<file path="config.mk">
export PLATFORM = sky130hd
export DESIGN_NAME = stack_delete_by_value_unit
export DESIGN_NICKNAME = d
export VERILOG_FILES = /design/src/sdbv_pkg.sv /design/src/sdbv_ram.sv /design/src/sdbv_seq.sv /design/src/stack_delete_by_value_unit.sv
export VERILOG_INCLUDE_DIRS = /design/src /design/src/src
export SDC_FILE = /design/constraint.sdc
export NUM_CORES = 2
export LEC_CHECK = 0
export BUFFER_PORTS_ARGS = -buffer_cell sky130_fd_sc_hd__clkbuf_2
export CAP_MARGIN = 15
export CORE_MARGIN = 5
export CORE_UTILIZATION = 63
export CTS_CLUSTER_SIZE = 10
export DETAILED_ROUTE_END_ITERATION = 8
export GPL_ROUTABILITY_DRIVEN = 0
export PLACE_DENSITY = 0.79
export REMOVE_ABC_BUFFERS = 1
export SLEW_MARGIN = 20
export SYNTH_ARGS = -nofsm -noshare
export SYNTH_HDL_FRONTEND = slang
export SYNTH_HIERARCHICAL = 1
export SYNTH_SLANG_ARGS = --single-unit
</file>
<file path="constraint.sdc">
create_clock -name clk_i -period 6.2 [get_ports clk_i]
set_clock_uncertainty 0.1 [all_clocks]
set_input_delay 1.24 -clock clk_i [delete_from_list [all_inputs] [get_ports clk_i]]
set_output_delay 1.24 -clock clk_i [all_outputs]
set_load 0.05 [all_outputs]
</file>
<file path="src/stack_delete_by_value_unit_macros.svh">
// ---------------------------------------------------------------------------
// Assertion macros for the stack delete-by-value unit
// Clocked implication checks with reset disable.
// ---------------------------------------------------------------------------
`ifndef STACK_DELETE_BY_VALUE_UNIT_MACROS_SVH
`define STACK_DELETE_BY_VALUE_UNIT_MACROS_SVH

// same-cycle implication
`define SDBV_ASSERT_IMP(label, clk, rstn, ante, cons, msg) \
  label: assert property (@(posedge clk) disable iff (!rstn) (ante) |-> (cons)) \
    else $error(msg);

// next-cycle implication
`define SDBV_ASSERT_NXT(label, clk, rstn, ante, cons, msg) \
  label: assert property (@(posedge clk) disable iff (!rstn) (ante) |=> (cons)) \
    else $error(msg);

`endif

</file>
<file path="src/sdbv_pkg.sv">
// ---------------------------------------------------------------------------
// sdbv_pkg
// Shared codes, widths and types of the stack delete-by-value unit.
// ---------------------------------------------------------------------------
`default_nettype none

package sdbv_pkg;

  localparam int unsigned DEFAULT_STACK_DEPTH = 64;
  localparam int unsigned DATA_W = 32;
  localparam int unsigned OUT_CNT_W = 7;

  localparam logic [1:0] KIND_PUSH   = 2'd0;
  localparam logic [1:0] KIND_POP    = 2'd1;
  localparam logic [1:0] KIND_DELETE = 2'd2;

  localparam logic [1:0] STATUS_OK       = 2'd0;
  localparam logic [1:0] STATUS_EMPTY    = 2'd1;
  localparam logic [1:0] STATUS_FULL     = 2'd2;
  localparam logic [1:0] STATUS_NOTFOUND = 2'd3;

  typedef struct packed {
    logic                 busy;
    logic                 valid;
    logic [1:0]           status;
    logic                 pop_sel;
    logic [OUT_CNT_W-1:0] removed;
    logic [OUT_CNT_W-1:0] depth;
  } sdbv_stat_t;

endpackage

`default_nettype wire

</file>
<file path="src/sdbv_ram.sv">
// ---------------------------------------------------------------------------
// sdbv_ram
// Generic single-write, single-read RAM with registered read data.
// ---------------------------------------------------------------------------
`default_nettype none

module sdbv_ram #(
  parameter int unsigned Width = 32,
  parameter int unsigned Depth = 64
) (
  input  wire logic                     clk_i,
  input  wire logic                     we_i,
  input  wire logic [$clog2(Depth)-1:0] waddr_i,
  input  wire logic [Width-1:0]         wdata_i,
  input  wire logic                     re_i,
  input  wire logic [$clog2(Depth)-1:0] raddr_i,
  output logic      [Width-1:0]         rdata_o
);

  logic [Width-1:0] mem_q [Depth];
  logic [Width-1:0] rdata_q;

  always_ff @(posedge clk_i) begin
    if (we_i) begin
      mem_q[waddr_i] <= wdata_i;
    end
    if (re_i) begin
      rdata_q <= mem_q[raddr_i];
    end
  end

  assign rdata_o = rdata_q;

endmodule

`default_nettype wire

</file>
<file path="src/sdbv_seq.sv">
// ---------------------------------------------------------------------------
// sdbv_seq
// Stack sequencer: push/pop handling, scan and compaction over the entry
// RAM with one shared value comparator.
// ---------------------------------------------------------------------------
`default_nettype none
`include "stack_delete_by_value_unit_macros.svh"

module sdbv_seq #(
  parameter int unsigned STACK_DEPTH = sdbv_pkg::DEFAULT_STACK_DEPTH,
  localparam int unsigned AW = $clog2(STACK_DEPTH),
  localparam int unsigned CW = $clog2(STACK_DEPTH + 1)
) (
  input  wire logic                        clk_i,
  input  wire logic                        rst_ni,
  input  wire logic                        start_i,
  input  wire logic [1:0]                  kind_i,
  input  wire logic [sdbv_pkg::DATA_W-1:0] value_i,
  input  wire logic                        all_mode_i,
  input  wire logic [sdbv_pkg::DATA_W-1:0] rdata_i,
  output logic                             ram_we_o,
  output logic      [AW-1:0]               ram_waddr_o,
  output logic      [sdbv_pkg::DATA_W-1:0] ram_wdata_o,
  output logic                             ram_re_o,
  output logic      [AW-1:0]               ram_raddr_o,
  output sdbv_pkg::sdbv_stat_t             stat_o
);

  typedef enum logic [1:0] {
    ST_IDLE,
    ST_FIND,
    ST_MOVE
  } state_e;

  typedef struct packed {
    logic                           valid;
    logic [1:0]                     status;
    logic                           pop_sel;
    logic [sdbv_pkg::OUT_CNT_W-1:0] removed;
    logic [sdbv_pkg::OUT_CNT_W-1:0] depth;
  } res_t;

  state_e                      state_q, state_d;
  logic [CW-1:0]               count_q, count_d;
  logic [CW-1:0]               idx_q, idx_d;
  logic [CW-1:0]               wr_q, wr_d;
  logic [CW-1:0]               rem_q, rem_d;
  logic [AW-1:0]               pa_q, pa_d;
  logic                        pend_q, pend_d;
  logic                        drop_q, drop_d;
  logic [sdbv_pkg::DATA_W-1:0] val_q, val_d;
  res_t                        res_q, res_d;

  logic          eq;
  logic [CW-1:0] top_idx;
  logic [CW-1:0] idx_dec;

  assign eq      = (rdata_i == val_q);
  assign top_idx = count_q - 1'b1;
  assign idx_dec = idx_q - 1'b1;

  always_comb begin
    state_d     = state_q;
    count_d     = count_q;
    idx_d       = idx_q;
    wr_d        = wr_q;
    rem_d       = rem_q;
    pa_d        = pa_q;
    pend_d      = pend_q;
    drop_d      = drop_q;
    val_d       = val_q;
    res_d       = res_q;
    res_d.valid = 1'b0;
    ram_we_o    = 1'b0;
    ram_waddr_o = wr_q[AW-1:0];
    ram_wdata_o = rdata_i;
    ram_re_o    = 1'b0;
    ram_raddr_o = idx_q[AW-1:0];

    case (state_q)
      ST_IDLE: begin
        if (start_i) begin
          res_d.valid   = 1'b1;
          res_d.status  = sdbv_pkg::STATUS_OK;
          res_d.pop_sel = 1'b0;
          res_d.removed = '0;
          case (kind_i)
            sdbv_pkg::KIND_PUSH: begin
              if (count_q == CW'(STACK_DEPTH)) begin
                res_d.status = sdbv_pkg::STATUS_FULL;
              end else begin
                ram_we_o    = 1'b1;
                ram_waddr_o = count_q[AW-1:0];
                ram_wdata_o = value_i;
                count_d     = count_q + 1'b1;
              end
            end
            sdbv_pkg::KIND_POP: begin
              if (count_q == '0) begin
                res_d.status = sdbv_pkg::STATUS_EMPTY;
              end else begin
                ram_re_o      = 1'b1;
                ram_raddr_o   = top_idx[AW-1:0];
                count_d       = top_idx;
                res_d.pop_sel = 1'b1;
                res_d.removed = sdbv_pkg::OUT_CNT_W'(1);
              end
            end
            sdbv_pkg::KIND_DELETE: begin
              if (count_q == '0) begin
                res_d.status = sdbv_pkg::STATUS_EMPTY;
              end else begin
                res_d.valid = 1'b0;
                val_d       = value_i;
                rem_d       = '0;
                pend_d      = 1'b0;
                if (all_mode_i) begin
                  state_d = ST_MOVE;
                  drop_d  = 1'b1;
                  idx_d   = '0;
                  wr_d    = '0;
                end else begin
                  state_d = ST_FIND;
                  idx_d   = count_q;
                end
              end
            end
            default: ;
          endcase
        end
      end
      ST_FIND: begin
        if (pend_q && eq) begin
          state_d = ST_MOVE;
          drop_d  = 1'b0;
          rem_d   = CW'(1);
          wr_d    = CW'(pa_q);
          idx_d   = CW'(pa_q) + 1'b1;
          pend_d  = 1'b0;
        end else if (idx_q != '0) begin
          ram_re_o    = 1'b1;
          ram_raddr_o = idx_dec[AW-1:0];
          idx_d       = idx_dec;
          pa_d        = idx_dec[AW-1:0];
          pend_d      = 1'b1;
        end else if (!pend_q) begin
          state_d       = ST_IDLE;
          res_d.valid   = 1'b1;
          res_d.status  = sdbv_pkg::STATUS_NOTFOUND;
          res_d.pop_sel = 1'b0;
          res_d.removed = '0;
        end else begin
          pend_d = 1'b0;
        end
      end
      ST_MOVE: begin
        if (idx_q != count_q) begin
          ram_re_o = 1'b1;
          idx_d    = idx_q + 1'b1;
          pend_d   = 1'b1;
        end else begin
          pend_d = 1'b0;
        end
        if (pend_q) begin
          if (drop_q && eq) begin
            rem_d = rem_q + 1'b1;
          end else begin
            ram_we_o = 1'b1;
            wr_d     = wr_q + 1'b1;
          end
        end
        if (idx_q == count_q && !pend_q) begin
          state_d       = ST_IDLE;
          count_d       = wr_q;
          res_d.valid   = 1'b1;
          res_d.status  = (rem_q == '0) ? sdbv_pkg::STATUS_NOTFOUND : sdbv_pkg::STATUS_OK;
          res_d.pop_sel = 1'b0;
          res_d.removed = sdbv_pkg::OUT_CNT_W'(rem_q);
        end
      end
      default: begin
        state_d = ST_IDLE;
      end
    endcase

    res_d.depth = sdbv_pkg::OUT_CNT_W'(count_d);
  end

  always_ff @(posedge clk_i or negedge rst_ni) begin
    if (!rst_ni) begin
      state_q <= ST_IDLE;
      count_q <= '0;
      idx_q   <= '0;
      wr_q    <= '0;
      rem_q   <= '0;
      pa_q    <= '0;
      pend_q  <= 1'b0;
      drop_q  <= 1'b0;
      val_q   <= '0;
      res_q   <= '0;
    end else begin
      state_q <= state_d;
      count_q <= count_d;
      idx_q   <= idx_d;
      wr_q    <= wr_d;
      rem_q   <= rem_d;
      pa_q    <= pa_d;
      pend_q  <= pend_d;
      drop_q  <= drop_d;
      val_q   <= val_d;
      res_q   <= res_d;
    end
  end

  assign stat_o.busy    = (state_q != ST_IDLE);
  assign stat_o.valid   = res_q.valid;
  assign stat_o.status  = res_q.status;
  assign stat_o.pop_sel = res_q.pop_sel;
  assign stat_o.removed = res_q.removed;
  assign stat_o.depth   = res_q.depth;

  `SDBV_ASSERT_IMP(a_count_bound, clk_i, rst_ni, 1'b1, count_q <= CW'(STACK_DEPTH),
    "entry count exceeds stack depth")
  `SDBV_ASSERT_IMP(a_write_behind_read, clk_i, rst_ni, state_q == ST_MOVE, wr_q <= idx_q,
    "compaction write index passed read index")
  `SDBV_ASSERT_NXT(a_delete_goes_busy, clk_i, rst_ni,
    state_q == ST_IDLE && start_i && kind_i == sdbv_pkg::KIND_DELETE && count_q != '0,
    state_q != ST_IDLE && !res_q.valid, "delete did not start a scan")
  `SDBV_ASSERT_NXT(a_find_keeps_count, clk_i, rst_ni, state_q == ST_FIND, $stable(count_q),
    "entry count changed during search")

endmodule

`default_nettype wire

</file>
<file path="src/stack_delete_by_value_unit.sv">
// ---------------------------------------------------------------------------
// stack_delete_by_value_unit
// Bounded LIFO stack of 32-bit values with push, pop and delete-by-value.
// ---------------------------------------------------------------------------
// Usage: raise start_i with kind_i and value_i; the beat is taken at a rising
// edge where start_i is high and busy_o is low. Each request gives one result
// beat on done_o for exactly one cycle, the cycle after the request finishes;
// the receiver cannot stall it and must take it then.
// Push and pop: result in the cycle after acceptance, busy_o stays low, so one
// request per cycle is sustained. Pop data comes from the registered RAM read.
// Delete on n entries: busy_o is high while the shared comparator walks the
// entry RAM, one entry per cycle through its single read port. Delete-all
// walks every entry and compacts the survivors; topmost-only scans down to
// the match at m, then moves the entries above it down; if none matches it
// reports not found. Delete on an empty stack answers without going busy.
// cfg_we_i/cfg_wdata_i write the delete mode (1 removes every match); write
// only while idle. Reset empties the stack and clears the mode to 0; entry
// storage is not cleared.
// ---------------------------------------------------------------------------
`default_nettype none

module stack_delete_by_value_unit #(
  parameter int unsigned STACK_DEPTH = sdbv_pkg::DEFAULT_STACK_DEPTH
) (
  input  wire logic                             clk_i,
  input  wire logic                             rst_ni,
  input  wire logic                             start_i,
  output logic                                  busy_o,
  input  wire logic [1:0]                       kind_i,
  input  wire logic [sdbv_pkg::DATA_W-1:0]      value_i,
  input  wire logic                             cfg_we_i,
  input  wire logic                             cfg_wdata_i,
  output logic                                  done_o,
  output logic      [1:0]                       status_o,
  output logic      [sdbv_pkg::DATA_W-1:0]      popped_value_o,
  output logic      [sdbv_pkg::OUT_CNT_W-1:0]   removed_count_o,
  output logic      [sdbv_pkg::OUT_CNT_W-1:0]   depth_after_o
);

  localparam int unsigned AW = $clog2(STACK_DEPTH);

  logic                        all_mode_q;
  logic                        ram_we;
  logic [AW-1:0]               ram_waddr;
  logic [sdbv_pkg::DATA_W-1:0] ram_wdata;
  logic                        ram_re;
  logic [AW-1:0]               ram_raddr;
  logic [sdbv_pkg::DATA_W-1:0] ram_rdata;
  sdbv_pkg::sdbv_stat_t        stat;

  always_ff @(posedge clk_i or negedge rst_ni) begin
    if (!rst_ni) begin
      all_mode_q <= 1'b0;
    end else if (cfg_we_i) begin
      all_mode_q <= cfg_wdata_i;
    end
  end

  sdbv_ram #(
    .Width (sdbv_pkg::DATA_W),
    .Depth (STACK_DEPTH)
  ) u_ram (
    .clk_i   (clk_i),
    .we_i    (ram_we),
    .waddr_i (ram_waddr),
    .wdata_i (ram_wdata),
    .re_i    (ram_re),
    .raddr_i (ram_raddr),
    .rdata_o (ram_rdata)
  );

  sdbv_seq #(
    .STACK_DEPTH (STACK_DEPTH)
  ) u_seq (
    .clk_i       (clk_i),
    .rst_ni      (rst_ni),
    .start_i     (start_i && !stat.busy),
    .kind_i      (kind_i),
    .value_i     (value_i),
    .all_mode_i  (all_mode_q),
    .rdata_i     (ram_rdata),
    .ram_we_o    (ram_we),
    .ram_waddr_o (ram_waddr),
    .ram_wdata_o (ram_wdata),
    .ram_re_o    (ram_re),
    .ram_raddr_o (ram_raddr),
    .stat_o      (stat)
  );

  assign busy_o          = stat.busy;
  assign done_o          = stat.valid;
  assign status_o        = stat.status;
  assign popped_value_o  = stat.pop_sel ? ram_rdata : '0;
  assign removed_count_o = stat.removed;
  assign depth_after_o   = stat.depth;

endmodule

`default_nettype wire
</file>
==> summary.txt <==
GRT
  – Total grt overflow: 0
  – Number of global-route vias before repair: ~47000
  – Initial antenna violation count: 22
  – First-pass GRT wire length: roughly 350 mm
  – Pin count of the biggest net entering global routing: between 60 and 70
  – Global Route Usage Sum: between 30% and 40%

Logic synthesis
  – Count of cell types in the netlist: a little over 80
  – Sequential share of the synthesized area: 75.62%
  – Largest cells by area after synthesis: edfxtp_1, mux4_2, dfrtp_1, mux2i_1, a22oi_1
  – Leading area contributor after synthesis: edfxtp_1
  – Yosys synthesis warning count: 6
  – Fraction of registers with async set/reset: approximately 3.8%
  – Ys flop type: edfxtp_1
  – Post-synthesis register bit count: between 2000 and 2500
  – Syn Area/Cell: approximately 20 sq um
  – Synth Cell Area: 85310 sq um
  – Mapped Cells: 4214
  – EDFF count, synth: 2080
  – Synth top area share: 73.21%

Setup path
  – FF-to-FF Start: u_ram/rdata_o[15]$_DFFE_PP_
  – Setup crit end kind: flop
  – Critical Path Source Type: flop
  – CP Cell Sequence: xor2_1, nor4_1, nand4_1, nor3_2, nor2_1, mux2i_1, a221o_4, buf_12, nand2b_1, buf_4, o221ai_1, o21ai_0, and3_1
  – Crit path kind: reg2reg
  – Stages on the worst setup path: 13
  – Worst Reg-to-Reg Cells: 13
  – CP max FO: just under 50
  – Critical R2R Capture: u_ram/rdata_o[19]$_DFFE_PP_
  – Worst path max stage delay: ~0.74 ns
  – Delay-heaviest family, CP: simple AND/OR/NAND/NOR gates
  – Slowest cell on the critical path: o21ai_0
  – R2r setup slk: around 0.36 ns
  – Worst Path Required: roughly 6.8 ns
  – Buffers plus inverters on the worst setup path: 2
  – Arr. time, crit path: between 6 and 7 ns

Power and ir drop
  – Switching share of power: 38.26%
  – Internal Power: ~34000 uW
  – Sequential share of power: a little over a third
  – Worst VDD drop: between 0.0004 and 0.0005 V
  – Pwr Density: about 570 nW/um^2
  – LEAKAGE: 0.03120 uW
  – Clock share of power: 22.2%
  – Switching power: approximately 21000 uW
  – Comb pwr share: roughly 42%

Detailed routing
  – DR vias: roughly 47000
  – DRC: 0
  – Post-route ant nets: 0
  – DR pass1 iterations: 6
  – DRT iter0 DRCs: just over 8000
  – WL final: around 250 mm
  – Via density: roughly 7.4
  – Wirelength per Cell: approximately 38 microns

Flow run
  – Max_cap viols: 0

Die
  – Die Wd: 378.0 microns
  – Die Height: ~380 microns
  – CORE AREA: around 130000 sq um
  – Initial Util: 63.21%
  – Row count: around 140
  – Total I/O pin count: 89
  – DIE AREA: between 100000 and 150000 sq um

Clocking
  – CTS H-tree lvls: 4
  – Root Driver: clkbuf_16
  – Worst-Skew Late Latency: ~0.87 ns
  – Clock-pin slew on the worst setup and hold paths: roughly 0.050 ns
  – TritonCTS clock tree: yes
  – Cts hold-fix bufs: 0
  – Clock Sinks: between 2000 and 2500
  – Clock buffer count from CTS: between 200 and 250
  – Max Root-Sink Buffers: 3
  – Setup Fix Bufs, Post-CTS: 0
  – Post-CTS sizing: 0

Place
  – DP Wirelength: roughly 140 mm
  – Cell count after placement: ~6100
  – # port buffers: just under 90

STA
  – Slew @ Worst Pin: around 1.2 ns
  – Pins Over Slew Limit: 0
  – Max transition margin: between 10% and 20%
  – Max Fclk: between 150 and 200 MHz
  – Minimum clock period: slightly below 6 ns
  – Setup Viol. Count Final: 0
  – RSZ-0062 raised after global routing: false
  – Hold Violations, Final: 0
  – Hold Slack: between 0.2 and 0.3 ns
  – Period utilisation layout: a little over nine tenths

Outcome
  – Outcome: finished clean

Layout
  – Most frequent cells in the layout: edfxtp_1, mux4_2, clkbuf_16
  – Commonest non-fill, non-tap cell in the layout: edfxtp_1
  – Nets: approximately 4600
  – Fill count: approximately 7400
  – Area growth syn-to-layout: 12.93%
  – Cell Count, Final, Fillers Out: 6426
  – Share of cells above drive strength 1: a little over a quarter

Hold path
  – Hold crit path type: in2async
how the worst max path moves through the flow:
stage                                      startpoint  slack (ns)                     endpoint
after CTS                 u_ram/rdata_o[21]$_DFFE_PP_        0.57  u_ram/rdata_o[19]$_DFFE_PP_
after floorplan           u_ram/rdata_o[13]$_DFFE_PP_      -48.07  u_ram/rdata_o[17]$_DFFE_PP_
after global routing      u_ram/rdata_o[21]$_DFFE_PP_        0.30  u_ram/rdata_o[15]$_DFFE_PP_
final                     u_ram/rdata_o[15]$_DFFE_PP_        0.36  u_ram/rdata_o[19]$_DFFE_PP_
after detailed placement                    kind_i[1]        0.27  u_ram/rdata_o[19]$_DFFE_PP_
after global placement                      kind_i[1]        0.28  u_ram/rdata_o[19]$_DFFE_PP_
registers in the layout (all words and copies together), names as in the netlist:
name / flops
all_mode_q: 1
u_seq/pend_q: 1
u_seq/wr_q: 7
u_seq/state_q: 2
u_ram/mem_q: 2048
u_seq/val_q: 32
u_seq/stat_o: 18
u_seq/rem_q: 7
u_ram/rdata_o: 32
u_seq/pa_q: 6
u_seq/drop_q: 1
u_seq/idx_q: 7
final cells by class:
| type | instances | area, sq um | share of cell area [%] |
|---|---|---|---|
| clock inverter | 20 | 326.6 | 0.3390 |
| clock buffer | 295 | 6127 | 6.360 |
| timing repair buffer | 348 | 3053 | 3.169 |
| multi-input combinational | 1771 | 19940 | 20.69 |
| antenna | 19 | 47.55 | 0.04935 |
| inverter | 30 | 112.6 | 0.1169 |
| sequential | 2162 | 64510 | 66.96 |
| tap | 1781 | 2228 | 2.313 |
worst register-to-register path, stage by stage (launching register included):
cell and delay (ns):
edfxtp_1 0.51, xor2_1 0.71, nor4_1 0.20, nand4_1 0.28, nor3_2 0.08, nor2_1 0.34, mux2i_1 0.27, a221o_4 0.63
buf_12 0.41, nand2b_1 0.64, buf_4 0.28, o221ai_1 0.23, o21ai_0 0.74, and3_1 0.28
routing by layer:
metal | routed length (microns) | track usage (%) | share of wire (%) | vias up
li1 | - | - | - | 18020
met1 | 80240 | 46.14 | 33 | 24130
met2 | 112900 | 52.07 | 46 | 4328
met3 | 37020 | 11.78 | 15 | 786
met4 | 15740 | 18.81 | 6.4 | 14
met5 | 74 | 0 | 0.030 | -
synth_stat cells, drive strengths merged, types with 4 or more instances:
library cell / instances
edfxtp: 2080
a211o: 10
nor4: 9
nand3: 73
inv: 29
nand4: 7
xor2: 37
nor2b: 19
a22oi: 130
clkbuf: 110
or3b: 4
xnor2: 19
a21oi: 48
o221ai: 18
a21boi: 4
a221oi: 4
mux2i: 200
a311oi: 5
dfrtp: 82
a31oi: 28
ha: 16
nor3: 17
o22a: 12
and3: 15
o211ai: 18
nor2: 130
or2: 9
a22o: 26
mux2: 40
o31ai: 6
nand2b: 12
nand2: 166
a311o: 12
and4: 7
o22ai: 47
nand3b: 6
and2: 41
mux4: 446
buf: 141
a211oi: 25
o21ai: 71
logic make-up (layout without fill, tap and decap cells):
logic type      count (synthesis)  after routing  share of synthesized area (%)
flops                        2162           2162                          75.62
xor+xnor                       56             56                         0.5749
other cells                     0             19                              0
simple gates                  522            522                          2.980
mux                           686            686                          14.65
compound gates                491            491                          4.077
fa+ha+maj                      16             16                         0.2346
buf+inv                       281            693                          1.868
power groups by stage:
stage	sequential (uW)	clock (uW)	combinational (uW)
2_1_floorplan	19700	0	10200
3_3_place_gp	19800	0	21600
3_5_place_dp	19800	0	22100
4_1_cts	19500	12300	22600
5_1_grt	19600	13000	23900
6_report	19600	12300	23300
metrics by stage:
stage	util [%]	instance area [sq um]	setup TNS [ns]	total power [uW]	setup WS (ns)
2_1_floorplan	-	83830	-1534.73	29870	-48.07
3_3_place_gp	66.51	89760	0	41450	0.2847
3_5_place_dp	66.52	89780	0	41940	0.2696
4_1_cts	71.30	96230	0	54430	0.5726
5_1_grt	71.35	96300	0	56490	0.2969
6_report	71.39	96340	0	55120	0.3629
Note: power is estimated with default switching activity, not from simulation.
